==> src/rtl/knnidi_ram.sv <==
// generic simple dual-port ram, one write and one registered read port
// no dependencies
module knnidi_ram #(
    parameter int WIDTH = 8,
    parameter int DEPTH = 16
) (
    input  logic                     aclk,
    input  logic                     wr_en,
    input  logic [$clog2(DEPTH)-1:0] wr_addr,
    input  logic [WIDTH-1:0]         wr_data,
    input  logic                     rd_en,
    input  logic [$clog2(DEPTH)-1:0] rd_addr,
    output logic [WIDTH-1:0]         rd_data
);

    logic [WIDTH-1:0] mem [DEPTH];

    always_ff @(posedge aclk) begin
        if (wr_en) begin
            mem[wr_addr] <= wr_data;
        end
        if (rd_en) begin
            rd_data <= mem[rd_addr];
        end
    end

endmodule

==> config.mk <==
export PLATFORM = sky130hd
export DESIGN_NAME = knnidi_ram
export DESIGN_NICKNAME = d
export VERILOG_FILES = /design/src/rtl/knnidi_ram.sv
export SDC_FILE = /design/constraint.sdc
export NUM_CORES = 1
export LEC_CHECK = 0
export ABC_AREA = 1
export BUFFER_PORTS_ARGS = -buffer_cell sky130_fd_sc_hd__buf_4
export CORE_ASPECT_RATIO = 1.4
export CORE_MARGIN = 2
export CORE_UTILIZATION = 55
export DETAILED_ROUTE_END_ITERATION = 16
export PLACE_DENSITY = 0.75
export SETUP_SLACK_MARGIN = 0.3
export SLEW_MARGIN = 20
export SYNTH_ARGS = -nofsm -noshare
export SYNTH_HDL_FRONTEND = slang
export SYNTH_SLANG_ARGS = --single-unit
==> constraint.sdc <==
create_clock -name aclk -period 1.1 [get_ports aclk]
set_input_delay 0.22 -clock aclk [delete_from_list [all_inputs] [get_ports aclk]]
set_output_delay 0.22 -clock aclk [all_outputs]
set_load 0.05 [all_outputs]
Yosys cells after proc, flatten, opt, wreduce, memory -nomap -nowiden
Memories as Yosys holds them, arrays and structs flattened. A register that Yosys moved wholly into a read port is not among the register bits.
Cells that the tools add are included.
- multiplexer cells: 2
- operator list (operator ; count):
    $mux W1 ; 2
- register bits: 0
- RAM bits: 128
- output and inout bits: 8
- memories: 1
- memory list (name ; depth ; width ; rd ports ; clocked after Yosys merged registers in ; write ports ; RTL line ; source):
    mem ; 16 ; 8 ; 1 ; 1 ; 1 ; 16 ; logic [WIDTH-1:0] mem [DEPTH];

Longest topological paths before layout
- depth after elaboration: 2
- mapped depth: 8
- gate-level depth less buffers: 7

Worst setup path before layout
OpenSTA, ideal clock, no wires.
- kind: input to register
- start point: input wr_addr[3]
- end point: memory mem[4][0], enable pin
- library setup time: 0.370 ns
- arrival time: 0.801 ns
- required time: 0.730 ns
- setup slack: -0.071 ns
- cell stages on the path: 2
- buffers on the path: 0
- cell sequence: nand3b_1 > nor2_1
- RTL lines (item ; RTL line ; source):
    start: declaration ; 9 ; input logic [$clog2(DEPTH)-1:0] wr_addr,
    end: declaration ; 16 ;
No word-level cell before the write port.

Worst setup path after layout
- start point: register rd_data[0], read port of mem
- end point: output rd_data[0]
- RTL lines (item ; RTL line ; source):
    start: declaration ; 13 ; output logic [WIDTH-1:0] rd_data
No word-level cell between the ends.

==> results.toml <==
[status]
status = "finished with violations"
failed_checks = "negative setup slack"

[timing]
period_share = 1.11
setup_viol = 9
setup_slack_ps = -117
fin_setup_tns_ps = -747
slew_headroom = 0.707
fmax_ghz = 0.822
worst_hold_slack_ps = 101
period_minus_slack_ps = 1220
fin_skew_ps = 5.10
finalHoldViolations = 0
drv_slew = 0
worstMarginPinSlew_ps = 438
rsz0062_at_grt = "yes"

[clock_network]
cts_made_buffers = 17
clk_pin_slew_ps = 60
cts.htree.levels = 4
cts_tree = "yes"
clk_latency_ps = 410
hold_buffers = 0
clockBufferDepth = 2
cts_root_buffer = "clkbuf_16"
clkSinkCount = 136

[critical_path]
crit_buf_inv = 1
required_ps = 880
start_kind = "register"
path_class = "register to primary output"
crit_arrival_ps = 1000
reg2regPathDepth = 6
critPathMaxFanout = 1
cp_cell_sequence = "buf_6"
slowest_stage = "edfxtp_1"
worst-path-stages = 1
slowest_delay_ps = 410
endpoint_kind = "primary output"
critPathTopFamily = "flip-flops"

[routing]
vias_per_cell = 5.56
vias = 4207
drtAntennaViolNets = 0
first_iter_violations = 440
firstDrtPassIters = 7
drc = 0
drt-total-wl_mm = 14.8
routedWlPerCell_um = 19.6

[grt]
antenna_found_initial = 0
grt_max_degree = 28
grt_pass1_wl_mm = 22.5
grt_pass1_vias = 4204
track_usage = 0.264
overflow = 0

[floorplanning]
start_util = 0.565
ios = 27
fp.dieArea_um2 = 11500
die_height_um = 126
fp.coreArea_um2 = 10300
die_x_um = 91.1
rows = 44

[power_and_ir_drop]
fin_total_pwr_mw = 13.2
p_leak_nw = 3.25
power_density_nw_per_um2 = 1710
peakVddDrop_mv = 1.43

[place]
dp_hpwl_mm = 9.13
place.gp.congestion = 0.960
dpl.cell_count = 723
io_buffers = 26

[synth]
synth_cell_types = 11
ys_seq_area_frac = 0.698
syn_inst = 551
syn-num-nets = 570
synth-seq-cells = 136
syn_area_per_cell_um2 = 10.6
yosysWarnings = 0
syn_area_um2 = 5850

[final_layout]
final_cell_mix = "nand2_1, edfxtp_1, inv_1"
stdcell_count = 756
synthToLayoutAreaGrowth_pct = 31.7
fin_nets = 624
layout-drive-gt1-share = 0.351
n_antenna_cell = 0
nFillCells = 650
layout_commonest_cell = "nand2_1"

[run]
cap_violations = 0

[min_path]
whs_path_depth = 1
hp-class = "primary input to register"
-- report_power, final --
part / switching (mW) / internal, mW
Sequential: 0.0401 / 5.84
Clock: 2.12 / 4.03
Combinational: 0.736 / 0.384
Total: 2.90 / 10.3
-- final cells by class --
cell class / count / area [um^2] / area share
Clock buffer: 17 / 425 / 0.0552
Timing Repair Buffer: 59 / 646 / 0.0838
Sequential cell: 136 / 4080 / 0.530
Clock inverter: 15 / 224 / 0.0291
Inverter: 102 / 395 / 0.0513
Multi-Input combinational cell: 289 / 1750 / 0.228
Tap cell: 138 / 173 / 0.0224
-- final timing paths --
kind	startpoint	to	slack [ps]
hold / removal	rd_en	rd_data[5]	100
setup reg to reg	mem[12][2]	rd_data[2]	-20
hold reg to reg	mem[4][1]	rd_data[1]	780
setup / recovery	rd_data[0]	rd_data[0]	-120
-- layer usage --
metal	wire, um	track usage
met5	0	0
met3	1290	0.0712
met2	7900	0.453
met1	5090	0.306
met4	507	0.131
-- state kept, by name (all words and copies together) (netlist names) --
register  cells
mem         128
rd_data       8
-- stage by stage --
step / instance area [um^2] / setup slack (ps) / util
after floorplan: 6110 / 6.36 / -
after global placement: 6610 / -246 / 0.639
after detailed placement: 6610 / -242 / 0.639
after CTS: 7510 / -138 / 0.726
after global routing: 7700 / -145 / 0.744
final: 7700 / -117 / 0.744
-- cell usage after synthesis (all sizes together) --
cell type | number | area share
nand2 | 173 | 0.11
nand3 | 97 | 0.083
buf | 24 | 0.028
nor2 | 17 | 0.011
nand3b | 2 | 0.0026
inv | 102 | 0.065
edfxtp | 136 | 0.70
-- kinds of logic (layout without fill, tap and decap cells) --
family,Yosys count,after routing,synth area share
AND/OR/NAND/NOR,289,289,0.208
flip-flops,136,136,0.698
buffers and inverters,126,193,0.0939
-- timing repair --
action | 4_1_cts | 5_1_grt
pin swaps | 41 | 34
resized for setup | 53 | 47
endpoints found under the setup margin | 80 | 80
buffers inserted | 1 | 0
cloned | 0 | 0
No activity file was read; power rests on OpenSTA's default activity.
